==> config.mk <==
export PLATFORM = sky130hd
export DESIGN_NAME = position_frame_receiver
export DESIGN_NICKNAME = d
export VERILOG_FILES = /design/src/design/pfr_pkg.sv /design/src/design/pfr_front.sv /design/src/design/pfr_queue.sv /design/src/design/pfr_back.sv /design/src/design/position_frame_receiver.sv
export SDC_FILE = /design/constraint.sdc
export NUM_CORES = 1
export LEC_CHECK = 0
export BUFFER_PORTS_ARGS = -buffer_cell sky130_fd_sc_hd__buf_2
export CAP_MARGIN = 20
export CORE_MARGIN = 4
export CORE_UTILIZATION = 52
export CTS_BUF_LIST = sky130_fd_sc_hd__clkbuf_16
export CTS_CLUSTER_SIZE = 30
export DETAILED_ROUTE_END_ITERATION = 10
export PLACE_DENSITY = 0.75
export SLEW_MARGIN = 20
export SYNTH_ARGS = -nofsm -noshare
export SYNTH_HDL_FRONTEND = slang
export SYNTH_SLANG_ARGS = --single-unit
==> constraint.sdc <==
create_clock -name clk_i -period 5.5 [get_ports clk_i]
set_clock_uncertainty 0.15 [all_clocks]
set_input_delay 0.55 -clock clk_i [delete_from_list [all_inputs] [get_ports clk_i]]
set_output_delay 0.55 -clock clk_i [all_outputs]
set_load 0.05 [all_outputs]
==> src/design/pfr_pkg.sv <==
// Shared types and constants for the position frame receiver.
// Used by pfr_front, pfr_queue, pfr_back and position_frame_receiver.
package pfr_pkg;

  // Frame end status codes
  typedef enum logic [1:0] {
    ST_GOOD = 2'd0,
    ST_CSUM = 2'd1,
    ST_OVER = 2'd2
  } status_e;

  // Decoded position kind
  typedef enum logic [1:0] {
    KIND_NONE   = 2'd0,
    KIND_TARGET = 2'd1,
    KIND_LASER  = 2'd2
  } kind_e;

  // Register indexes on the configuration port
  localparam logic [1:0] REG_HEADER_FIRST   = 2'd0;
  localparam logic [1:0] REG_HEADER_SECOND  = 2'd1;
  localparam logic [1:0] REG_TARGET_COMMAND = 2'd2;
  localparam logic [1:0] REG_LASER_COMMAND  = 2'd3;

  // Register reset values
  localparam logic [7:0] RST_HEADER_FIRST   = 8'd170;
  localparam logic [7:0] RST_HEADER_SECOND  = 8'd85;
  localparam logic [7:0] RST_TARGET_COMMAND = 8'd1;
  localparam logic [7:0] RST_LASER_COMMAND  = 8'd2;

  // Framing constants
  localparam int          POS_W          = 9;     // byte position / frame total width
  localparam logic [8:0]  FRAME_OVERHEAD = 9'd5;  // headers, length, command, checksum
  localparam logic [8:0]  CMD_POS        = 9'd3;  // position of the command byte
  localparam logic [7:0]  HEAD_BYTES     = 8'd4;  // payload bytes kept for x and y
  localparam int          HEAD_DEPTH     = 4;

  // Event queue between front and back
  localparam int QUEUE_DEPTH = 2;
  localparam int QPTR_W      = 1;
  localparam int QCNT_W      = 2;

  // Configuration seen by the front end
  typedef struct packed {
    logic [7:0] header_first;
    logic [7:0] header_second;
    logic [7:0] target_command;
    logic [7:0] laser_command;
  } pfr_cfg_t;

  // One frame end event
  typedef struct packed {
    status_e           status;
    logic [7:0]        command;
    logic [7:0]        length;
    kind_e             kind;
    logic signed [15:0] x;
    logic signed [15:0] y;
  } pfr_event_t;

endpackage

==> src/design/pfr_front.sv <==
// Front end: header hunt, length/command/payload parse and checksum.
// Emits one pfr_pkg::pfr_event_t per ended frame. Depends on pfr_pkg.
module pfr_front #(
  parameter int MAX_FRAME_BYTES = 64
) (
  input  logic                clk_i,
  input  logic                rst_ni,
  input  pfr_pkg::pfr_cfg_t   cfg_i,
  input  logic                beat_i,     // byte accepted this cycle
  input  logic [7:0]          rx_byte_i,
  output logic                push_o,
  output pfr_pkg::pfr_event_t event_o
);

  localparam logic [1:0] PH_HUNT1 = 2'd0;
  localparam logic [1:0] PH_HUNT2 = 2'd1;
  localparam logic [1:0] PH_LEN   = 2'd2;
  localparam logic [1:0] PH_BODY  = 2'd3;

  localparam logic [pfr_pkg::POS_W-1:0] MaxBytes = pfr_pkg::POS_W'(MAX_FRAME_BYTES);

  logic [1:0]                phase_q, phase_d;
  logic [pfr_pkg::POS_W-1:0] total_q, total_d;
  logic [pfr_pkg::POS_W-1:0] pos_q, pos_d;
  logic [pfr_pkg::POS_W-1:0] pos_inc;
  logic [7:0]                len_q, len_d;
  logic [7:0]                sum_q, sum_d;
  logic [7:0]                cmd_q, cmd_d;
  logic [7:0]                head_q [pfr_pkg::HEAD_DEPTH];
  logic                      head_we;
  logic [1:0]                head_idx;
  logic                      done, over, check_ok;
  pfr_pkg::status_e          status;
  pfr_pkg::kind_e            kind;

  // Byte parser
  always_comb begin
    phase_d  = phase_q;
    total_d  = total_q;
    pos_d    = pos_q;
    len_d    = len_q;
    sum_d    = sum_q;
    cmd_d    = cmd_q;
    head_we  = 1'b0;
    head_idx = pos_q[1:0];
    push_o   = 1'b0;
    pos_inc  = pos_q + 9'd1;
    done     = (pos_inc >= total_q);
    over     = (pos_inc >= MaxBytes);
    check_ok = (rx_byte_i == sum_q);
    if (beat_i) begin
      unique case (phase_q)
        PH_HUNT1: begin
          if (rx_byte_i == cfg_i.header_first) phase_d = PH_HUNT2;
        end
        PH_HUNT2: begin
          phase_d = (rx_byte_i == cfg_i.header_second) ? PH_LEN : PH_HUNT1;
        end
        PH_LEN: begin
          total_d = {1'b0, rx_byte_i} + pfr_pkg::FRAME_OVERHEAD;
          len_d   = rx_byte_i;
          sum_d   = rx_byte_i;
          pos_d   = pfr_pkg::CMD_POS;
          phase_d = PH_BODY;
        end
        PH_BODY: begin
          pos_d = pos_inc;
          if (!done) begin
            sum_d = sum_q + rx_byte_i;
            if (pos_q == pfr_pkg::CMD_POS) begin
              cmd_d = rx_byte_i;
            end else if (pos_q[8:2] == 7'd1) begin
              // payload bytes 0..3 sit at positions 4..7
              head_we = 1'b1;
            end
          end
          if (done || over) begin
            push_o  = 1'b1;
            phase_d = PH_HUNT1;
            pos_d   = '0;
          end
        end
        default: phase_d = PH_HUNT1;
      endcase
    end
  end

  // Event contents for the ending frame
  always_comb begin
    if (over) begin
      status = pfr_pkg::ST_OVER;
    end else if (!check_ok) begin
      status = pfr_pkg::ST_CSUM;
    end else begin
      status = pfr_pkg::ST_GOOD;
    end
    kind = pfr_pkg::KIND_NONE;
    if (status == pfr_pkg::ST_GOOD && len_q >= pfr_pkg::HEAD_BYTES) begin
      priority if (cmd_q == cfg_i.target_command) begin
        kind = pfr_pkg::KIND_TARGET;
      end else if (cmd_q == cfg_i.laser_command) begin
        kind = pfr_pkg::KIND_LASER;
      end else begin
        kind = pfr_pkg::KIND_NONE;
      end
    end
    event_o.status  = status;
    event_o.command = cmd_q;
    event_o.length  = len_q;
    event_o.kind    = kind;
    if (kind == pfr_pkg::KIND_NONE) begin
      event_o.x = '0;
      event_o.y = '0;
    end else begin
      event_o.x = {head_q[1], head_q[0]};
      event_o.y = {head_q[3], head_q[2]};
    end
  end

  // Control state
  always_ff @(posedge clk_i or negedge rst_ni) begin
    if (!rst_ni) begin
      phase_q <= PH_HUNT1;
      total_q <= '0;
      pos_q   <= '0;
      len_q   <= '0;
      sum_q   <= '0;
      cmd_q   <= '0;
    end else begin
      phase_q <= phase_d;
      total_q <= total_d;
      pos_q   <= pos_d;
      len_q   <= len_d;
      sum_q   <= sum_d;
      cmd_q   <= cmd_d;
    end
  end

  // Payload head bytes, no reset
  always_ff @(posedge clk_i) begin
    if (head_we) head_q[head_idx] <= rx_byte_i;
  end

endmodule

==> src/design/pfr_queue.sv <==
// Two-entry event queue between the front end and the back end.
// Depends on pfr_pkg for the event type and depth.
module pfr_queue (
  input  logic                clk_i,
  input  logic                rst_ni,
  input  logic                push_i,
  input  pfr_pkg::pfr_event_t push_data_i,
  input  logic                pop_i,
  output logic                valid_o,
  output logic                full_o,
  output pfr_pkg::pfr_event_t pop_data_o
);

  pfr_pkg::pfr_event_t            mem_q [pfr_pkg::QUEUE_DEPTH];
  logic [pfr_pkg::QPTR_W-1:0]     wr_ptr_q, rd_ptr_q;
  logic [pfr_pkg::QCNT_W-1:0]     count_q;

  assign valid_o    = (count_q != '0);
  assign full_o     = (count_q == pfr_pkg::QCNT_W'(pfr_pkg::QUEUE_DEPTH));
  assign pop_data_o = mem_q[rd_ptr_q];

  // Pointers and fill count
  always_ff @(posedge clk_i or negedge rst_ni) begin
    if (!rst_ni) begin
      wr_ptr_q <= '0;
      rd_ptr_q <= '0;
      count_q  <= '0;
    end else begin
      if (push_i) wr_ptr_q <= wr_ptr_q + 1'b1;
      if (pop_i)  rd_ptr_q <= rd_ptr_q + 1'b1;
      unique case ({push_i, pop_i})
        2'b10:   count_q <= count_q + 1'b1;
        2'b01:   count_q <= count_q - 1'b1;
        default: count_q <= count_q;
      endcase
    end
  end

  // Storage
  always_ff @(posedge clk_i) begin
    if (push_i) mem_q[wr_ptr_q] <= push_data_i;
  end

  a_no_overrun: assert property (@(posedge clk_i) disable iff (!rst_ni)
    push_i |-> (!full_o || pop_i))
    else $error("event queue overrun");

  a_no_underrun: assert property (@(posedge clk_i) disable iff (!rst_ni)
    pop_i |-> valid_o)
    else $error("event queue underrun");

endmodule

==> src/design/pfr_back.sv <==
// Back end: target hold, pairing, error count and the result register.
// Consumes pfr_pkg::pfr_event_t beats from pfr_queue. Depends on pfr_pkg.
module pfr_back (
  input  logic                clk_i,
  input  logic                rst_ni,
  input  logic                evt_valid_i,
  input  pfr_pkg::pfr_event_t evt_i,
  output logic                pop_o,
  output logic                out_valid_o,
  input  logic                out_stall_i,
  output logic [1:0]          frame_status_o,
  output logic [7:0]          command_code_o,
  output logic [7:0]          payload_length_o,
  output logic [1:0]          position_kind_o,
  output logic signed [15:0]  pos_x_o,
  output logic signed [15:0]  pos_y_o,
  output logic                pair_ready_o,
  output logic signed [15:0]  last_target_x_o,
  output logic signed [15:0]  last_target_y_o,
  output logic [15:0]         pair_number_o,
  output logic [15:0]         error_total_o
);

  logic               out_valid_q;
  logic signed [15:0] tgt_x_q, tgt_x_d;
  logic signed [15:0] tgt_y_q, tgt_y_d;
  logic               seen_q, seen_d;
  logic [15:0]        pair_q, pair_d;
  logic [15:0]        err_q, err_d;
  logic               pr;

  // Take the next event when the result register is free or being drained
  assign pop_o       = evt_valid_i && (!out_valid_q || !out_stall_i);
  assign out_valid_o = out_valid_q;

  // State update for one event
  always_comb begin
    tgt_x_d = tgt_x_q;
    tgt_y_d = tgt_y_q;
    seen_d  = seen_q;
    pair_d  = pair_q;
    err_d   = err_q;
    pr      = 1'b0;
    if (evt_i.status != pfr_pkg::ST_GOOD) err_d = err_q + 16'd1;
    unique case (evt_i.kind)
      pfr_pkg::KIND_TARGET: begin
        tgt_x_d = evt_i.x;
        tgt_y_d = evt_i.y;
        seen_d  = 1'b1;
      end
      pfr_pkg::KIND_LASER: begin
        if (seen_q) begin
          pr     = 1'b1;
          pair_d = pair_q + 16'd1;
        end
      end
      default: ;
    endcase
  end

  // Control and running state
  always_ff @(posedge clk_i or negedge rst_ni) begin
    if (!rst_ni) begin
      out_valid_q <= 1'b0;
      tgt_x_q     <= '0;
      tgt_y_q     <= '0;
      seen_q      <= 1'b0;
      pair_q      <= '0;
      err_q       <= '0;
    end else begin
      if (pop_o) begin
        out_valid_q <= 1'b1;
        tgt_x_q     <= tgt_x_d;
        tgt_y_q     <= tgt_y_d;
        seen_q      <= seen_d;
        pair_q      <= pair_d;
        err_q       <= err_d;
      end else if (!out_stall_i) begin
        out_valid_q <= 1'b0;
      end
    end
  end

  // Result register
  always_ff @(posedge clk_i) begin
    if (pop_o) begin
      frame_status_o   <= 2'(evt_i.status);
      command_code_o   <= evt_i.command;
      payload_length_o <= evt_i.length;
      position_kind_o  <= 2'(evt_i.kind);
      pos_x_o          <= evt_i.x;
      pos_y_o          <= evt_i.y;
      pair_ready_o     <= pr;
      last_target_x_o  <= tgt_x_d;
      last_target_y_o  <= tgt_y_d;
      pair_number_o    <= pair_d;
      error_total_o    <= err_d;
    end
  end

  a_pair_is_laser: assert property (@(posedge clk_i) disable iff (!rst_ni)
    (out_valid_q && pair_ready_o) |-> (position_kind_o == 2'(pfr_pkg::KIND_LASER)))
    else $error("pair_ready on a non-laser result");

  a_kind_needs_good: assert property (@(posedge clk_i) disable iff (!rst_ni)
    (out_valid_q && position_kind_o != 2'(pfr_pkg::KIND_NONE))
      |-> (frame_status_o == 2'(pfr_pkg::ST_GOOD)))
    else $error("position decoded on a failed frame");

  a_error_counts: assert property (@(posedge clk_i) disable iff (!rst_ni)
    (pop_o && evt_i.status != pfr_pkg::ST_GOOD)
      |=> (error_total_o == 16'($past(err_q) + 16'd1)))
    else $error("error total did not advance on a failed frame");

endmodule

==> src/design/position_frame_receiver.sv <==
// position_frame_receiver: takes one received byte per beat, every clock unless stalled;
// a frame end produces one result beat via the event queue and the result register.
// The front parser handles one byte per cycle; a two-entry event queue sits between
// it and the result register, and rx stall rises only when that queue is full.
// Four 8-bit registers (headers, target and laser command) at byte addresses 0..12.
module position_frame_receiver #(
  parameter int MAX_FRAME_BYTES = 64
) (
  input  logic               clk_i,
  input  logic               rst_ni,
  // configuration port
  input  logic               psel,
  input  logic               penable,
  input  logic               pwrite,
  input  logic [3:0]         paddr,
  input  logic [31:0]        pwdata,
  output logic [31:0]        prdata,
  output logic               pready,
  // byte input
  input  logic               in_valid_i,
  output logic               in_stall_o,
  input  logic [7:0]         rx_byte_i,
  // result output
  output logic               out_valid_o,
  input  logic               out_stall_i,
  output logic [1:0]         frame_status_o,
  output logic [7:0]         command_code_o,
  output logic [7:0]         payload_length_o,
  output logic [1:0]         position_kind_o,
  output logic signed [15:0] pos_x_o,
  output logic signed [15:0] pos_y_o,
  output logic               pair_ready_o,
  output logic signed [15:0] last_target_x_o,
  output logic signed [15:0] last_target_y_o,
  output logic [15:0]        pair_number_o,
  output logic [15:0]        error_total_o
);

  pfr_pkg::pfr_cfg_t   cfg_q;
  pfr_pkg::pfr_event_t push_evt, pop_evt;
  logic                cfg_we;
  logic [1:0]          reg_idx;
  logic                beat;
  logic                push, pop, q_valid, q_full;

  // Configuration registers
  assign pready  = 1'b1;
  assign reg_idx = paddr[3:2];
  assign cfg_we  = psel && penable && pwrite && pready;

  always_ff @(posedge clk_i or negedge rst_ni) begin
    if (!rst_ni) begin
      cfg_q.header_first   <= pfr_pkg::RST_HEADER_FIRST;
      cfg_q.header_second  <= pfr_pkg::RST_HEADER_SECOND;
      cfg_q.target_command <= pfr_pkg::RST_TARGET_COMMAND;
      cfg_q.laser_command  <= pfr_pkg::RST_LASER_COMMAND;
    end else if (cfg_we) begin
      unique case (reg_idx)
        pfr_pkg::REG_HEADER_FIRST:   cfg_q.header_first   <= pwdata[7:0];
        pfr_pkg::REG_HEADER_SECOND:  cfg_q.header_second  <= pwdata[7:0];
        pfr_pkg::REG_TARGET_COMMAND: cfg_q.target_command <= pwdata[7:0];
        pfr_pkg::REG_LASER_COMMAND:  cfg_q.laser_command  <= pwdata[7:0];
        default: ;
      endcase
    end
  end

  // Register readback
  always_comb begin
    unique case (reg_idx)
      pfr_pkg::REG_HEADER_FIRST:   prdata = {24'd0, cfg_q.header_first};
      pfr_pkg::REG_HEADER_SECOND:  prdata = {24'd0, cfg_q.header_second};
      pfr_pkg::REG_TARGET_COMMAND: prdata = {24'd0, cfg_q.target_command};
      pfr_pkg::REG_LASER_COMMAND:  prdata = {24'd0, cfg_q.laser_command};
      default:                     prdata = '0;
    endcase
  end

  // Input beat
  assign in_stall_o = q_full;
  assign beat       = in_valid_i && !in_stall_o;

  pfr_front #(
    .MAX_FRAME_BYTES (MAX_FRAME_BYTES)
  ) u_front (
    .clk_i     (clk_i),
    .rst_ni    (rst_ni),
    .cfg_i     (cfg_q),
    .beat_i    (beat),
    .rx_byte_i (rx_byte_i),
    .push_o    (push),
    .event_o   (push_evt)
  );

  pfr_queue u_queue (
    .clk_i       (clk_i),
    .rst_ni      (rst_ni),
    .push_i      (push),
    .push_data_i (push_evt),
    .pop_i       (pop),
    .valid_o     (q_valid),
    .full_o      (q_full),
    .pop_data_o  (pop_evt)
  );

  pfr_back u_back (
    .clk_i            (clk_i),
    .rst_ni           (rst_ni),
    .evt_valid_i      (q_valid),
    .evt_i            (pop_evt),
    .pop_o            (pop),
    .out_valid_o      (out_valid_o),
    .out_stall_i      (out_stall_i),
    .frame_status_o   (frame_status_o),
    .command_code_o   (command_code_o),
    .payload_length_o (payload_length_o),
    .position_kind_o  (position_kind_o),
    .pos_x_o          (pos_x_o),
    .pos_y_o          (pos_y_o),
    .pair_ready_o     (pair_ready_o),
    .last_target_x_o  (last_target_x_o),
    .last_target_y_o  (last_target_y_o),
    .pair_number_o    (pair_number_o),
    .error_total_o    (error_total_o)
  );

endmodule

### Yosys cells after proc, flatten, opt, wreduce, memory -nomap -nowiden

Memories as Yosys holds them, arrays and structs flattened.
Index checks and enable logic that the tools add are counted.

| cells by class | value |
|---|---|
| multiply operators | 0 |
| reductions and logical operators | 28 |
| div/mod/pow operators | 0 |
| shifts and indexed selects | 0 |
| $add $sub $neg | 9 |
| muxes and demuxes | 36 |
| eq/ne operators | 22 |
| magnitude comparators | 3 |
| bitwise logic cells | 1 |

Operator list:

| cell | count |
|---|---|
| 32-bit case mux with 4 select lines | 1 |
| 16-bit 2-to-1 mux | 5 |
| 8-bit equality test | 5 |
| 16-bit by 1-bit adder with 16-bit output (second input constant) | 2 |
| 32-bit 2-to-1 mux | 1 |
| 9-bit case mux with 2 select lines | 1 |
| 1-bit 2-to-1 mux | 16 |
| 8-bit case mux with 2 select lines | 1 |
| 2-bit equality test (second input constant) | 7 |
| 2-bit 2-to-1 mux | 7 |
| 2-bit AND reduction | 7 |
| 8-bit by 3-bit adder with 9-bit output (second input constant) | 1 |
| 9-bit by 1-bit adder with 9-bit output (second input constant) | 1 |
| 9-bit by 2-bit equality test with 1-bit output (second input constant) | 1 |
| 9-bit by 7-bit >= comparator with 1-bit output (second input constant) | 1 |
| 9-bit >= comparator | 1 |
| 9-bit 2-to-1 mux | 1 |
| 8-bit adder | 1 |
| 2-bit by 1-bit equality test with 1-bit output (second input constant) | 4 |
| 8-bit by 3-bit >= comparator with 1-bit output (second input constant) | 1 |
| 2-bit logical NOT | 4 |
| 8-bit 2-to-1 mux | 1 |
| 2-bit case mux with 4 select lines | 1 |
| 2-bit nonzero test | 4 |
| 13 further kinds | 24 |

| word-level totals | value |
|---|---|
| RAM bits | 136 |
| register bits after elaboration | 263 |
| bits in read-only memories | 0 |
| memories | 2 |
| bits in latches | 0 |

Memories:

| memory | depth | bits a word | rd ports | clocked after Yosys merged registers in | write ports | line | RTL |
|---|---|---|---|---|---|---|---|
| u_queue.mem_q | 2 | 52 | 1 | 0 | 1 | pfr_queue.sv:14 | `pfr_pkg::pfr_event_t mem_q [pfr_pkg::QUEUE_DEPTH];` |
| u_front.head_q | 4 | 8 | 4 | 0 | 1 | pfr_front.sv:29 | `logic [7:0] head_q [pfr_pkg::HEAD_DEPTH];` |

### Longest topological paths before layout

Gate-level depths: netlist of the first run.

| logic depth | value |
|---|---|
| word-level depth | 8 |
| depth in mapped cells | 13 |
| depth with buffers taken out | 13 |

### By module

Synthesis of the first run repeated with hierarchy kept, for this count alone.

| unflattened totals | value |
|---|---|
| cell total of the unflattened synthesis | 1129 |
| area total of the unflattened synthesis | 17426.7 um2 |

By module, submodules not included:

| module | cells an instance | seq. area each (um2) | area an instance (um2) | instances |
|---|---|---|---|---|
| pfr_back | 426 | 5165.0 | 7164.4 | 1 |
| pfr_front | 417 | 2062.0 | 4428.0 | 1 |
| pfr_queue | 178 | 3223.1 | 4190.3 | 1 |
| position_frame_receiver | 108 | 813.3 | 1644.1 | 1 |

### Worst setup path after synthesis of the first run

Ideal clock, no wire load.

| timing path | value |
|---|---|
| kind | register -> register |
| start | register u_back.out_valid_q (netlist: u_back.out_valid_o) |
| end | register u_queue.count_q[1] in the netlist's numbering |
| stages on the path, launching flop included | 8 |
| period minus slack after synthesis | 5.637 ns |
| data arrival time | 5.408 ns |
| data required time | 5.271 ns |
| setup slack | -0.137 ns |
| path buffers | 1 |
| cells stage by stage | dfrtp_1 > nand2_1 > o21ai_1 > clkinv_1 > clkbuf_1 > ha_1 > nor2_1 > xor2_1 |

| between the ends | value |
|---|---|
| longest elaborated chain between the ends | 5 |
| elaborated cells on any way between the ends | 7 |
| classes of those cells | eq/ne: 2; mux: 1; reduce/logical: 4 |

RTL lines:

| element | line | RTL |
|---|---|---|
| from (decl) | pfr_back.sv:24 | `logic out_valid_q;` |
| from (signal assigned) | pfr_back.sv:64 | `out_valid_q <= 1'b0;` |
| from (signal assigned) | pfr_back.sv:72 | `out_valid_q <= 1'b1;` |
| from (signal assigned) | pfr_back.sv:79 | `out_valid_q <= 1'b0;` |
| 1-bit logical NOT (*) | pfr_back.sv:33 | `assign pop_o = evt_valid_i && (!out_valid_q \|\| !out_stall_i);` |
| 1-bit logical OR (*) | pfr_back.sv:33 |  |
| 1-bit logical AND (*) | pfr_back.sv:33 |  |
| net pop | position_frame_receiver.sv:44 | `logic push, pop, q_valid, q_full;` |
| 2-bit by 1-bit equality test with 1-bit output / 2-bit equality test (equally long branches) | pfr_queue.sv:31 | `unique case ({push_i, pop_i})` |
| 2-bit case mux with 2 select lines / 2-bit nonzero test (equally long branches) | -- |  |
| to (signal assigned) | pfr_queue.sv:32 | `2'b10: count_q <= count_q + 1'b1;` |
| to (signal assigned) | pfr_queue.sv:33 | `2'b01: count_q <= count_q - 1'b1;` |
| to (signal assigned) | pfr_queue.sv:34 | `default: count_q <= count_q;` |
| to (decl) | pfr_queue.sv:16 | `logic [pfr_pkg::QCNT_W-1:0] count_q;` |

The timed path passes the listed nets; every way through them passes the cells marked *.
A chain may end at the register's enable or synchronous reset.

### Worst setup path after layout of the first run

| timing path | value |
|---|---|
| start | register u_front.pos_q[0] in the netlist's numbering |
| end | memory u_queue.mem_q[0][33] in the netlist's numbering, enable pin |

| between the ends | value |
|---|---|
| longest elaborated chain between the ends | 8 |
| elaborated cells on any way between the ends | 9 |
| classes of those cells | add/sub: 1; order compare: 2; mux: 5; reduce/logical: 1 |

RTL lines:

| element | line | RTL |
|---|---|---|
| from (decl) | pfr_front.sv:24 | `logic [pfr_pkg::POS_W-1:0] pos_q, pos_d;` |
| from (signal assigned) | pfr_front.sv:132 | `pos_q <= pos_d;` |
| 9-bit by 1-bit adder with 9-bit output (*) | pfr_front.sv:47 | `pos_inc = pos_q + 9'd1;` |
| 9-bit >= comparator / 9-bit by 7-bit >= comparator with 1-bit output (equally long branches) | pfr_front.sv:48, pfr_front.sv:49 |  |
| 1-bit logical OR (*) | pfr_front.sv:77 | `if (done \|\| over) begin` |
| 1-bit 2-to-1 mux (*) | pfr_front.sv:77 |  |
| 1-bit 2-to-1 mux (*) | pfr_front.sv:52 | `unique case (phase_q)` |
| 1-bit 2-to-1 mux (*) | pfr_front.sv:51 | `if (beat_i) begin` |
| 1-bit 2-to-1 mux (*) | pfr_queue.sv:41 | `if (push_i) mem_q[wr_ptr_q] <= push_data_i;` |
| 1-bit 2-to-1 mux (implied by the code) (*) | pfr_queue.sv:41 |  |
| to (decl) | pfr_queue.sv:14 |  |

Every way passes the cells marked *; elsewhere a longest branch is shown, timed or not.

==> results.txt, run 1 <==
- Type of element capturing the critical path: flip-flop
- Detailed-router iteration count before antenna repair: 5
- Count of hold buffers inserted by post-cts repair: 0
- The layout has 2426 filler cells.
- Post-synthesis instance total: 1217
- Sequential cells account for 51.0% of the total power.
* Number of cell instances on the worst register-to-register path: 11
* Post-route worst hold slack: -38.6 ps
* Worst Max-Slew Pin Slew: 1020 ps
- Net switching power: 1.75 mW
* First-pass GRT wire length: 51100 um
- DRC violation total after the first TritonRoute iteration: 512
- Prior to clock tree synthesis, the placed netlist has a worst setup slack of 1510 ps.
- The synthesized netlist contains 60 unique library cells.
- Fraction of the cycle the final worst path needs: 67.2%
- The later pin in the worst-skew pair is clocked with a latency of 530 ps.
* Share of cells above drive strength 1: 23.0%
- The count of nets left with antenna violations once routing finished came out at 0.
- Ys async rst share: 36.6%
- Most used standard cell by instance count after synthesis: sky130_fd_sc_hd__edfxtp_1
- By area, the combinational part of the netlist is dominated by simple AND/OR/NAND/NOR gates.
- Total DRC errors in the routed layout: 0
* Top post-synthesis cells by area: sky130_fd_sc_hd__edfxtp_1 45%, sky130_fd_sc_hd__dfrtp_1 20%, sky130_fd_sc_hd__mux2_2 4.2%
- Of all cell types, the one taking the most synthesized area is sky130_fd_sc_hd__edfxtp_1.
- Pin count of the biggest net entering global routing: 97
* Arr. time, crit path: 3720 ps
- Power share of the combinational group: 11.0%
* Detailed-route via count: 9543
- Multiplexer cells account for 8.07% of the synthesized area.
- Row count: 65
- Number of port buffers: 151
- Met3 GRT Util: 3.64%
- Required time worst endpoint: 5530 ps
- Along the worst path, the maximum fanout reaches 30.
- Setup repair after global routing left no endpoint under its margin.
- Once placement completed, the tool counted placed cells totaling 1731.
* Ports placed on the boundary: 203
* Yosys synthesis warning count: 0
- Area of the mapped netlist: 16700 um2
- HPWL Detailed: 20500 um
* Number of antenna violations at the first check in global routing: 0
- The synthesized design contains 399 register bits.
- Root buffer cell: sky130_fd_sc_hd__clkbuf_16
- Final core utilization: 60.5%
* FF-to-FF setup slack: 1810 ps
- After global routing, the most crowded layer is met2.
- The final reports fail on hold timing.
- Vert. Die Dim: 187 um
- Starting utilization of the core area: 52.9%
- The repair_antennas step left the layout with diodes totalling 0.
* Clock slew at the register clock pins of the worst setup and hold paths: 60 ps
- Of the total synthesized cell area, the portion taken by full adders, half adders and majority gates is 1.91%.
- A synthesized cell averages 13.8 um2.
- In the synthesized netlist the dominant register cell turns out to be sky130_fd_sc_hd__edfxtp_1.
* PD cells: 364 nW/um2
- Reg-to-Reg Start: u_front.pos_q[0]
* Number of buffers between clock root and the deepest sink: 3
* PostCTS Resize Cnt: 0
- Final instance count without filler cells: 1809
- Crit Path Class: reg -> reg
- Launch point of the critical path: u_front.pos_q[0]
* Sum Neg Setup Slack: 0 ps
- Global routing used 29.8% of the available met2 tracks.
* Syn-to-layout area delta: 14.4%
- The die is 187 um wide.
- The tightest min-delay check is of the in -> async type.
- The count of final max-slew check failures was 0.
- The clock net in this run drives a total of 399 sinks.
- H-tree level count: 2
- The number of hold violations in the final report is 15.
- Worst max-slew margin expressed relative to the limit: 31.5%
- Number of buffers inserted to repair setup after CTS: 0
- Global routing used 17.8% of the available tracks.
- The worst setup path is launched from a flip-flop.
- Top cells by instance count after synthesis: 253 x sky130_fd_sc_hd__edfxtp_1, 136 x sky130_fd_sc_hd__dfrtp_1, 101 x sky130_fd_sc_hd__nor2_1, 81 x sky130_fd_sc_hd__a21oi_1, 67 x sky130_fd_sc_hd__nand2_1
- Min setup slack post-route: 1810 ps
- Cell internal power was estimated by the tool at 5.23 mW.
- Max-cap violations in this run came to 0.
- Post-detailed-placement cell area: 17800 um2
- Of the total power, the clock network draws 38.0%.
* Vias in the first global route: 9587
- Number of buffers added by the clock tree synthesis step: 42
- Fraction of the mapped netlist area in compound gates: 4.39%
* Multi-input combinational cell area: 5000 um2
* Critical R2R Capture: u_queue.mem_q[0][33]
- Share of the synthesized area in the top cell type: 45.4%
- The share of the Yosys chip area taken by registers is 67.3%.
* Global Route met1 Usage: 24.1%
* Highest clock rate: 0.271 GHz
- In the final design database the tool counted 1449 nets.
- The run finished, with violations left.
- Setup violations remaining at the end of the flow were counted as 0.
* GR Overflow Total: 0
* Final wirelength: 31500 um
- After detailed routing, the number of vias per cell comes to 5.28.
* Total Power Consumption: 6.98 mW
- Across the VDD grid, the largest voltage drop is 0.000295 V.
- Final Critical Period: 3690 ps
* Clock tree from TritonCTS: yes
- Die Outline Area: 35100 um2
- Lkg Pwr: 8.60 nW
- Simple-gate area share of the yosys netlist: 8.79%
- In the final routed layout, each cell accounts on average for 17.4 um.
* Placer's final routability congestion estimate: 0.840
* Net switching fraction of the power: 25.1%
* Post-route cell area: 19100 um2
- Area inside the core boundary: 31600 um2
- In the final layout, flip-flops and latches occupy 11300 um2.
- Number of flops mapped to enable cells by yosys: 253
- After Yosys synthesis, XOR and XNOR cells account for 5.91% of the synthesized area.
## layout by cell type, fill, tap and decap left out, types with 11 or more instances in the layout
cell	n
sky130_fd_sc_hd__conb_1	25
sky130_fd_sc_hd__nand2_1	67
sky130_fd_sc_hd__buf_4	13
sky130_fd_sc_hd__nor3_1	11
sky130_fd_sc_hd__dfrtp_1	135
sky130_fd_sc_hd__clkbuf_16	42
sky130_fd_sc_hd__mux2_2	63
sky130_fd_sc_hd__nor2_1	99
sky130_fd_sc_hd__nand4_1	15
sky130_fd_sc_hd__xor2_1	50
sky130_fd_sc_hd__inv_1	67
sky130_fd_sc_hd__mux2i_1	34
sky130_fd_sc_hd__edfxtp_1	253
sky130_fd_sc_hd__xnor2_1	63
sky130_fd_sc_hd__buf_2	150
sky130_fd_sc_hd__and2_1	39
sky130_fd_sc_hd__clkinv_1	12
sky130_fd_sc_hd__a21oi_1	80
sky130_fd_sc_hd__nand3_1	20
sky130_fd_sc_hd__ha_1	24
sky130_fd_sc_hd__o21ai_0	15
## power by group through the flow
stage / clock, mW / combinational [mW] / sequential (mW)
global route: 2.85 / 0.855 / 3.58
finish: 2.65 / 0.771 / 3.56
detailed placement: 0 / 0.775 / 3.61
floorplan: 0 / 0.544 / 3.65
CTS: 2.72 / 0.780 / 3.55
global placement: 0 / 0.754 / 3.60
## logic make-up (layout without fill, tap and decap cells)
kind of cell	after synthesis	count (layout)
flip-flops	399	399
AND/OR/NAND/NOR	303	303
buffers and inverters	132	299
AO/OA/AOI/OAI	130	130
XOR/XNOR	113	113
multiplexers	113	113
adder cells (fa/ha/maj)	25	25
other	2	25
## cell type report
class,count,share of cell area (%)
Clock buffer,42,5.49
Sequential cell,399,58.8
Tap cell,402,2.63
Multi-Input combinational cell,709,26.1
Timing Repair Buffer,164,4.49
Clock inverter,36,1.33
Inverter,57,1.14
## critical path: stages, from the launching register on
cell and delay, ps:
sky130_fd_sc_hd__dfrtp_1 480, sky130_fd_sc_hd__inv_1 150, sky130_fd_sc_hd__ha_1 350, sky130_fd_sc_hd__ha_1 280, sky130_fd_sc_hd__nand2_1 40, sky130_fd_sc_hd__o21ai_0 150, sky130_fd_sc_hd__a31oi_1 110, sky130_fd_sc_hd__o211ai_1 300
sky130_fd_sc_hd__a21o_2 220, sky130_fd_sc_hd__o21ai_1 230, sky130_fd_sc_hd__nor2_4 380, sky130_fd_sc_hd__buf_4 460
## worst max-delay path by stage
stage / to / slack, ps / cells past startpoint
2_1_floorplan: u_queue.mem_q[0][0] / 700 / 10
5_1_grt: u_queue.count_q[1] / 1470 / 12
3_3_place_gp: u_queue.mem_q[0][38] / 1560 / 11
6_report: u_queue.mem_q[0][33] / 1810 / 11
4_1_cts: u_queue.mem_q[1][32] / 1480 / 11
3_5_place_dp: u_queue.mem_q[0][25] / 1510 / 11
## sequential cells by signal, indices dropped and copies added, names as in the netlist, 8 cells and up, named ones only
| name | count |
|---|---|
| u_back.pair_q | 16 |
| u_front.cmd_q | 8 |
| u_front.head_q | 32 |
| u_queue.mem_q | 104 |
| u_back.pos_y_o | 16 |
| u_back.last_target_x_o | 16 |
| u_front.len_q | 8 |
| u_back.last_target_y_o | 16 |
| u_back.pair_number_o | 16 |
| u_front.sum_q | 8 |
| u_back.payload_length_o | 8 |
| u_back.tgt_y_q | 16 |
| u_back.command_code_o | 8 |
| u_back.tgt_x_q | 16 |
| cfg_q | 32 |
| u_front.total_q | 9 |
| u_back.error_total_o | 16 |
| u_back.err_q | 16 |
| u_back.pos_x_o | 16 |
| u_front.pos_q | 9 |
## per-layer routing
layer / vias to the layer above / share of wire (%)
met5: - / 0
met4: 0 / 2.1
met3: 52 / 5.9
met2: 276 / 49
met1: 4638 / 43
li1: 4577 / -
Power figures use the tool's default switching activity.
==> run 2, diff against run 1 <==
--- a/config.mk
+++ b/config.mk
@@ -5,14 +5,15 @@
 export SDC_FILE = /design/constraint.sdc
 export NUM_CORES = 1
 export LEC_CHECK = 0
+export ABC_AREA = 1
 export BUFFER_PORTS_ARGS = -buffer_cell sky130_fd_sc_hd__buf_2
 export CAP_MARGIN = 20
 export CORE_MARGIN = 4
-export CORE_UTILIZATION = 52
+export CORE_UTILIZATION = 55
 export CTS_BUF_LIST = sky130_fd_sc_hd__clkbuf_16
 export CTS_CLUSTER_SIZE = 30
 export DETAILED_ROUTE_END_ITERATION = 10
-export PLACE_DENSITY = 0.75
+export PLACE_DENSITY = 0.76
 export SLEW_MARGIN = 20
 export SYNTH_ARGS = -nofsm -noshare
 export SYNTH_HDL_FRONTEND = slang
==> constraint.sdc (replaced) <==
create_clock -name clk_i -period 3.4 [get_ports clk_i]
set_clock_uncertainty 0.15 [all_clocks]
set_input_delay 0.34 -clock clk_i [delete_from_list [all_inputs] [get_ports clk_i]]
set_output_delay 0.34 -clock clk_i [all_outputs]
set_load 0.05 [all_outputs]
==> results.txt, run 2 <==
- The synthesis-to-finish area growth is 15.1% (was 14.4%).
- Net switching fraction of the power: 38.1% (was 25.1%)
- Pin count of the biggest net entering global routing: 113 (was 97)
* Post-synthesis adder-cell area fraction: 1.88% (was 1.91%)
* Number of buffers added by the clock tree synthesis step: 41 (was 42)
- Clock latency of the later-clocked register in the worst-skew pair: 530 ps (about the same)
- Final Critical Period: 3200 ps (was 3690 ps)
- Count of fill cells added during filler insertion: 2374 (was 2426)
* DRC violation total after the first TritonRoute iteration: 838 (was 512)
* Number of nets with antenna violations after detailed routing: 0 (unchanged)
* GR Overflow Total: 0 (unchanged)
* Share of cells above drive strength 1: 16.6% (was 23.0%)
- Top library cells by usage in the layout, fill and taps aside: 491 x sky130_fd_sc_hd__nand2_1, 253 x sky130_fd_sc_hd__edfxtp_1, 192 x sky130_fd_sc_hd__inv_1 (was 253 x sky130_fd_sc_hd__edfxtp_1, 150 x sky130_fd_sc_hd__buf_2, 135 x sky130_fd_sc_hd__dfrtp_1).
- Crit-path cells: ha_1 > nand2_1 > nor2_1 > xor2_1 > ha_1 > nand2_1 > nor2_1 > nand2_1 > nand3_1 > o21bai_1 > nand2_1 > nand2_1 > nand3_1 > nand2_2 > inv_1 > nand2_1 > clkinvlp_4 > buf_4 (was inv_1 > ha_1 > ha_1 > nand2_1 > o21ai_0 > a31oi_1 > o211ai_1 > a21o_2 > o21ai_1 > nor2_4 > buf_4)
* Inserted Diodes: 0 (unchanged)
- HPWL Detailed: 23300 um (was 20500 um)
* Largest registers ranked by flip-flop count: u_queue.mem_q x104, cfg_q x32, u_front.head_q x32 (unchanged)
- Result of the run: finished, final reports clean (was finished with violations)
* Number of nets at the end of the flow: 1863 (was 1449)
- The sort of element at the start of the critical path was a flip-flop (unchanged).
- Post-synthesis instance total: 1615 (was 1217)
- Area inside the core boundary: 30600 um2 (was 31600 um2)
- Sum Neg Setup Slack: 0 ps (unchanged)
* Hold Crit Class: in -> reg (was in -> async)
- The fraction of synthesized area in multiplexers was 0% (was 8.07%).
* Number of port buffers: 151 (unchanged)
* Top cells by instance count after synthesis: 492 x sky130_fd_sc_hd__nand2_1, 253 x sky130_fd_sc_hd__edfxtp_1, 185 x sky130_fd_sc_hd__inv_1, 150 x sky130_fd_sc_hd__o21ai_0, 136 x sky130_fd_sc_hd__dfrtp_1 (was 253 x sky130_fd_sc_hd__edfxtp_1, 136 x sky130_fd_sc_hd__dfrtp_1, 101 x sky130_fd_sc_hd__nor2_1, 81 x sky130_fd_sc_hd__a21oi_1, 67 x sky130_fd_sc_hd__nand2_1)
- First-pass GRT wire length: 56200 um (was 51100 um)
* Clock power frac: 27.6% (was 38.0%)
- The clock-pin transition on the worst setup and hold timing paths was 60 ps (about the same).
* Root buffer cell: sky130_fd_sc_hd__clkbuf_16 (unchanged)
- Crit Path Class: reg -> reg (unchanged)
- The share of flip-flops with an asynchronous set or reset is 36.6% (unchanged).
* Number of buffers between clock root and the deepest sink: 3 (unchanged)
* Category of cells accounting for the largest share of critical-path delay: simple AND/OR/NAND/NOR gates (was compound AO/OA/AOI/OAI gates)
- Synth cell types: 45 (was 60)
* Finish-stage setup viols: 0 (unchanged)
- Highest clock rate: 0.312 GHz (was 0.271 GHz)
- The number of H-tree branching levels came to 2 (unchanged).
* Width of the chip: 184 um (was 187 um)
- Final core utilization: 64.2% (was 60.5%)
- The cell area after synthesis came to 17100 um2 (was 16700 um2).
* Top post-synthesis cells by area: sky130_fd_sc_hd__edfxtp_1 44%, sky130_fd_sc_hd__dfrtp_1 20%, sky130_fd_sc_hd__nand2_1 11% (was sky130_fd_sc_hd__edfxtp_1 45%, sky130_fd_sc_hd__dfrtp_1 20%, sky130_fd_sc_hd__mux2_2 4.2%)
- Ports placed on the boundary: 203 (unchanged)
- Crit-path max cell delay: 460 ps (was 480 ps)
* Max Cap Viol: 0 (unchanged)
* Starting utilization of the core area: 55.8% (was 52.9%)
- The share of total power in sequential cells is 42.4% (was 51.0%).
- Dominant combinational cell family by area after synthesis: simple AND/OR/NAND/NOR gates (unchanged)
* Number of flops mapped to enable cells by yosys: 253 (unchanged)
- PD cells: 801 nW/um2 (was 364 nW/um2)
- Share of the synthesized netlist area taken by xor and xnor gates: 3.08% (was 5.91%)
- The number of flip-flops in the largest register came to 104 (unchanged).
* Vias in the first global route: 11000 (was 9587)
* Cell type contributing the most total cell area after synthesis: sky130_fd_sc_hd__edfxtp_1 (unchanged)
- The register with the most flip-flops is u_queue.mem_q (unchanged).
* Total DRC errors in the routed layout: 0 (unchanged)
* Most common library cell in the layout ignoring fill and taps: sky130_fd_sc_hd__nand2_1 (was sky130_fd_sc_hd__edfxtp_1)
- Syn avg cell area: 10.6 um2 (was 13.8 um2)
- Count of buffer and inverter cells on the critical path: 3 (was 2)
- The static leakage power came to 8.84 nW (was 8.60 nW).
- Setup repair after global routing missed its margin: no (unchanged).
* Clock tree from TritonCTS: yes (unchanged)
* Vias per cell: 5.17 (was 5.28)
* Share of the synthesized area in the top cell type: 44.5% (was 45.4%)
- The worst slew margin relative to its limit is 37.9% (was 31.5%).
- Fraction of the mapped netlist area in compound gates: 5.87% (was 4.39%)
* Design internal power: 9.74 mW (was 5.23 mW)
- Number of flip-flops and latches in the synthesized netlist: 399 (unchanged)
- The slowest library cell on the worst path is sky130_fd_sc_hd__dfrtp_1 (unchanged).
- The most common cell in the netlist was sky130_fd_sc_hd__nand2_1 (was sky130_fd_sc_hd__edfxtp_1).
- Sink count of the clock tree: 399 (unchanged)
- The data required time of the worst path came to 3500 ps (was 5530 ps).
- The post-synthesis share of cell area spent on and, or, nand and nor gates is 16.7% (was 8.79%).
- The transition time at the pin with the least slew margin was 931 ps (was 1020 ps).
- The number of warnings issued by yosys came to 0 (unchanged).
* Arr. time, crit path: 3300 ps (was 3720 ps)
* Number of antenna violations at the first check in global routing: 0 (unchanged)
- Detailed-router iteration count before antenna repair: 5 (unchanged)
- The overall die area was 33900 um2 (was 35100 um2).
- Maximum vdd ir drop: 0.000568 V (was 0.000295 V)
- The count of standard-cell rows came to 64 (was 65).
* Detailed-route via count: 11500 (was 9543)
- The register area share after synthesis came to 66.0% (was 67.3%).
- Average wire length per cell after detail routing: 15.8 um (was 17.4 um)
- The primary flip-flop cell chosen by synthesis mapping is sky130_fd_sc_hd__edfxtp_1 (unchanged).
- Overall track demand over capacity in global routing: 20.5% (was 17.8%)
* Type of element capturing the critical path: flip-flop (unchanged)
* Vert. Die Dim: 184 um (was 187 um)
* Final wirelength: 35000 um (was 31500 um)
- Fraction of the cycle the final worst path needs: 94.2% (was 67.2%)
- The count of final max-slew check failures was 0 (unchanged).
* Critical path peak fanout: 22 (was 30)
- Fin. Hold Viols: 0 (was 15)
- The power share of the combinational group is 30.0% (was 11.0%).
- Most common cell on crit path: sky130_fd_sc_hd__nand2_1 (was sky130_fd_sc_hd__ha_1)
- The total net switching power is 6.00 mW (was 1.75 mW).
- The total power of the final layout was 15.7 mW (was 6.98 mW).
* Placer's final routability congestion estimate: 0.899 (was 0.840)
run 2: cell types whose count changed in the layout (fill, tap and decap cells not counted), sizes merged, moves of 14 or more:
cell,change
nand2,+430
o21ai,+137
inv,+128
a21oi,-74
mux2,-71
xnor2,-44
and2,-40
mux2i,-34
nand3,+30
nor2,-14
run 2: tightest hold or removal path, cell delays in order:
cell and delay (ps):
sky130_fd_sc_hd__buf_2 100, sky130_fd_sc_hd__inv_1 120, sky130_fd_sc_hd__o21ai_0 110
run 2: path summary, 6_finish.rpt:
| kind | to | depth (start not counted) | slack [ps] | from |
|---|---|---|---|---|
| hold reg to reg | u_queue.mem_q[0][35] | 0 | 330 | u_front.len_q[1] |
| min in group asynchronous | u_back.tgt_x_q[10] | 2 | 320 | rst_ni |
| setup / recovery | u_queue.mem_q[0][50] | 18 | 200 | u_front.pos_q[0] |
| setup reg to reg | u_queue.mem_q[0][50] | 18 | 200 | u_front.pos_q[0] |
| hold / removal | cfg_q[20] | 3 | 2 | pwdata[4] |
| max in group asynchronous | u_back.err_q[3] | 3 | 1820 | rst_ni |
run 2: through the flow:
stage | area, um2 | setup slack (ps) | hold WS (ps) | cells
2_1_floorplan | 17200 | 6.68 | -106 | 1638
3_3_place_gp | 18200 | 199 | 302 | 2132
3_5_place_dp | 18200 | 108 | 306 | 2132
4_1_cts | 19600 | 77.6 | 1.18 | 2216
5_1_grt | 19700 | 15.6 | 10.6 | 2216
6_report | 19700 | 196 | 1.70 | 2216
run 2: cell type report:
class                      count  area [um2]  share of cell area, %
clock inverter                32         224                   1.14
inverter                     189         718                   3.65
timing repair buffer         181        1040                   5.27
tap                          396         495                   2.52
multi-input combinational    975        4810                   24.5
sequential                   399       11300                   57.3
clock buffer                  44        1100                   5.60
run 2: kinds of logic after synthesis:
group	Yosys count
buf+inv	264
other cells	2
compound gates	186
simple gates	679
fa+ha+maj	25
flops	399
xor+xnor	60
run 2: metal layers:
layer  global-route usage (%)  vias up  wire, um
met5                        0        -         0
met1                     27.2     5497     14700
met3                     2.88       57      1840
met4                     5.62        0       779
met2                     35.7      324     17700
li1                         -     5577         -
run 2: timing repair:
| item | in CTS | in global routing |
|---|---|---|
| gates resized for setup | 0 | 2 |
| buffers inserted | 0 | 0 |
| setup endpoints to repair | 0 | 53 |
| hold buffers | 8 | 0 |
| endpoints found under the hold margin | 99 | 0 |
run 2: power by group through the flow:
| stage | clock (mW) | combinational, mW | sequential [mW] |
|---|---|---|---|
| 2_1_floorplan | 0 | 1.68 | 8.62 |
| 3_3_place_gp | 0 | 4.64 | 6.74 |
| 3_5_place_dp | 0 | 4.74 | 6.78 |
| 4_1_cts | 4.43 | 4.76 | 6.69 |
| 5_1_grt | 4.65 | 5.09 | 6.76 |
| 6_report | 4.35 | 4.71 | 6.68 |
==> run 3, diff against run 2 <==
--- a/config.mk
+++ b/config.mk
@@ -5,7 +5,6 @@
 export SDC_FILE = /design/constraint.sdc
 export NUM_CORES = 1
 export LEC_CHECK = 0
-export ABC_AREA = 1
 export BUFFER_PORTS_ARGS = -buffer_cell sky130_fd_sc_hd__buf_2
 export CAP_MARGIN = 20
 export CORE_MARGIN = 4
==> results.txt, run 3 (synthesis results as in run 1) <==
- Result of the run: finished, final reports clean (unchanged)
- The number of DRC markers in iteration 0 was 692 (was 838).
- Detailed-router iteration count before antenna repair: 6 (was 5)
- The remaining global-route overflow is 0 (unchanged).
- The total setup buffers inserted after CTS came to 0 (unchanged).
* Starting utilization of the core area: 56.2% (was 55.8%)
- Fraction of power consumed by sequential logic: 52.5% (was 42.4%)
* Flip-flop count of the largest register, all copies and words added: 104 (unchanged)
- The sort of element at the start of the critical path is a flip-flop (unchanged).
- The height of the chip came to 182 um (was 184 um).
- Vias in the first global route: 9609 (was 11000)
* Clock power frac: 35.8% (was 27.6%)
- Die Outline Area: 33300 um2 (was 33900 um2)
- Max Cap Viol: 0 (unchanged)
- The worst slack after detailed placement was 19.1 ps (was 108 ps).
- The DRC violations left came to 0 (unchanged).
* H-tree level count: 2 (unchanged)
- The final critical path time including I/O delays and setup came to 3220 ps (was 3200 ps).
- Area inside the core boundary: 29800 um2 (was 30600 um2)
- The class of the worst hold path is in -> reg (unchanged).
* Register ranked first by flip-flop count: u_queue.mem_q (unchanged)
* Reg-to-Reg Start: u_front.pos_q[0] (unchanged)
* Crit Path Class: reg -> reg (unchanged)
- Largest registers ranked by flip-flop count: u_queue.mem_q x104, cfg_q x32, u_front.head_q x32 (unchanged)
- Clock slew at the register clock pins of the worst setup and hold paths: 60 ps (about the same)
- The finished layout cell area was 19300 um2 (was 19700 um2).
* Power share of the combinational group: 11.8% (was 30.0%)
* Number of buffers between clock root and the deepest sink: 3 (unchanged)
- The clock latency on the worst-skew pair was 520 ps (was 530 ps).
* Type of element capturing the critical path: flip-flop (unchanged)
* Final wirelength: 32000 um (was 35000 um)
- The wire length of the first global-routing pass is 51300 um (was 56200 um).
* Average wire length per cell after detail routing: 17.6 um (was 15.8 um)
* HPWL Detailed: 21400 um (was 23300 um)
* Ports placed on the boundary: 203 (unchanged)
- The number of clock buffers inserted by TritonCTS came to 40 (was 41).
- Width of the chip: 182 um (was 184 um)
- Detailed-route via count: 9789 (was 11500)
- Post-route worst hold slack: 133 ps (was 1.70 ps)
- Number of nets at the end of the flow: 1477 (was 1863)
- The area after detailed placement came to 18000 um2 (was 18200 um2).
* Finish-stage setup viols: 0 (unchanged)
- The count of standard-cell rows was 63 (was 64).
- Final count of pins violating max slew: 0 (unchanged)
- The maximum net fanout on the critical path was 8 (was 22).
- Most common library cell in the layout ignoring fill and taps: sky130_fd_sc_hd__edfxtp_1 (was sky130_fd_sc_hd__nand2_1)
- Min setup slack post-route: 181 ps (was 196 ps)
- The timing-limited maximum frequency was 0.311 GHz (was 0.312 GHz).
- The antenna diode count was 0 (unchanged).
* Required time worst endpoint: 3650 ps (was 3500 ps)
- Net switching fraction of the power: 25.4% (was 38.1%)
- The static leakage power came to 8.70 nW (was 8.84 nW).
- Fraction of the cycle the final worst path needs: 94.7% (was 94.2%)
- The global-route usage over all layers was 19.2% (was 20.5%).
- The cell chosen for the clock root is sky130_fd_sc_hd__clkbuf_16 (unchanged).
- Maximum vdd ir drop: 0.000368 V (was 0.000568 V)
* Worst Max-Slew Pin Slew: 801 ps (was 931 ps)
- Arr. time, crit path: 3470 ps (was 3300 ps)
* Launch point of the worst hold path: in_valid_i (was pwdata[4])
* Sink count of the clock tree: 399 (unchanged)
- The fraction of layout cells with a size suffix above 1 is 24.2% (was 16.6%).
- Count of fill cells added during filler insertion: 2182 (was 2374)
- The TritonCTS clock tree is yes (unchanged).
* Placer's final routability congestion estimate: 0.869 (was 0.899)
* Number of port buffers: 151 (unchanged)
- Pin count of the biggest net entering global routing: 66 (was 113)
- The number of placed instances with taps included is 1739 (was 2132).
- The antenna violation net count after detailed routing was 0 (unchanged).
* PD cells: 568 nW/um2 (was 801 nW/um2)
- Fin. Hold Viols: 0 (unchanged)
- Top library cells by usage in the layout, fill and taps aside: 253 x sky130_fd_sc_hd__edfxtp_1, 150 x sky130_fd_sc_hd__buf_2, 133 x sky130_fd_sc_hd__dfrtp_1 (was 491 x sky130_fd_sc_hd__nand2_1, 253 x sky130_fd_sc_hd__edfxtp_1, 192 x sky130_fd_sc_hd__inv_1)
- Vias per cell: 5.37 (was 5.17)
* Number of antenna violations at the first check in global routing: 0 (unchanged)
- Worst max-slew margin expressed relative to the limit: 46.4% (was 37.9%)
- Design internal power: 8.18 mW (was 9.74 mW)
- The total net switching power is 2.78 mW (was 6.00 mW).
- Final core utilization: 64.8% (was 64.2%)
- Final instance count without filler cells: 1822 (was 2216)
* Launch point of the critical path: u_front.pos_q[0] (unchanged)
* Syn-to-layout area delta: 15.3% (was 15.1%)
run 3: changes by cell type in the layout (fill, tap and decap cells not counted), moves of 49 or more:
cell | before | now
sky130_fd_sc_hd__mux2_2 | 0 | 63
sky130_fd_sc_hd__a21oi_1 | 7 | 80
sky130_fd_sc_hd__o21ai_0 | 150 | 15
sky130_fd_sc_hd__inv_1 | 192 | 67
sky130_fd_sc_hd__nor2_1 | 50 | 99
sky130_fd_sc_hd__nand2_1 | 491 | 67
run 3: area by class of cell:
| cell class | count | area (um2) | share of cell area (%) |
|---|---|---|---|
| Clock buffer | 41 | 1030 | 5.31 |
| Inverter | 57 | 219 | 1.13 |
| Sequential cell | 399 | 11300 | 58.4 |
| Clock inverter | 32 | 143 | 0.739 |
| Multi-Input combinational cell | 709 | 5000 | 25.9 |
| Tap cell | 390 | 488 | 2.53 |
| Timing Repair Buffer | 194 | 1160 | 6.01 |
run 3: per-stage QoR:
step | setup TNS [ps] | total power [mW]
floorplan | 0 | 6.78
global placement | 0 | 7.07
detailed placement | 0 | 7.13
CTS | 0 | 11.1
global route | -1.55 | 11.4
finish | 0 | 11.0
run 3: worst paths after layout:
check / endpoint / slack, ps / cells past startpoint
max in group asynchronous: u_front.pos_q[1] / 2070 / 3
min in group asynchronous: cfg_q[7] / 210 / 2
worst max register to register: u_front.cmd_q[6] / 180 / 10
worst min register to register: u_queue.mem_q[0][34] / 330 / 0
worst max-delay path: u_front.cmd_q[6] / 180 / 10
worst min-delay path: flip-flop / 130 / 4
run 3: worst max-delay path, stage by stage (launching register included):
cell,delay [ps]
sky130_fd_sc_hd__dfrtp_2,460
sky130_fd_sc_hd__ha_1,260
sky130_fd_sc_hd__xor2_1,160
sky130_fd_sc_hd__ha_1,300
sky130_fd_sc_hd__a21oi_1,130
sky130_fd_sc_hd__o21ai_0,100
sky130_fd_sc_hd__a31oi_1,190
sky130_fd_sc_hd__o211ai_1,150
sky130_fd_sc_hd__a21o_2,250
sky130_fd_sc_hd__or4_4,620
sky130_fd_sc_hd__mux2_4,330
run 3: power groups by stage:
| stage | clock network, mW | logic (mW) | registers (mW) |
|---|---|---|---|
| floorplan | 0 | 0.881 | 5.90 |
| global placement | 0 | 1.25 | 5.82 |
| detailed placement | 0 | 1.28 | 5.85 |
| CTS | 4.01 | 1.30 | 5.75 |
| global route | 4.21 | 1.42 | 5.79 |
| finish | 3.92 | 1.29 | 5.75 |
run 3: timing repair:
item	4_1_cts	5_1_grt
hold buffers	10	0
endpoints found under the hold margin	79	0
gates resized for setup	0	8
setup endpoints to repair	0	41
run 3: routing by layer:
metal / GRT usage [%] / vias up / routed length, um
li1: - / 4630 / -
met1: 26.5 / 4801 / 13900
met2: 31.6 / 304 / 15600
met3: 3.41 / 54 / 1780
met4: 5.55 / 0 / 771
met5: 0 / - / 0
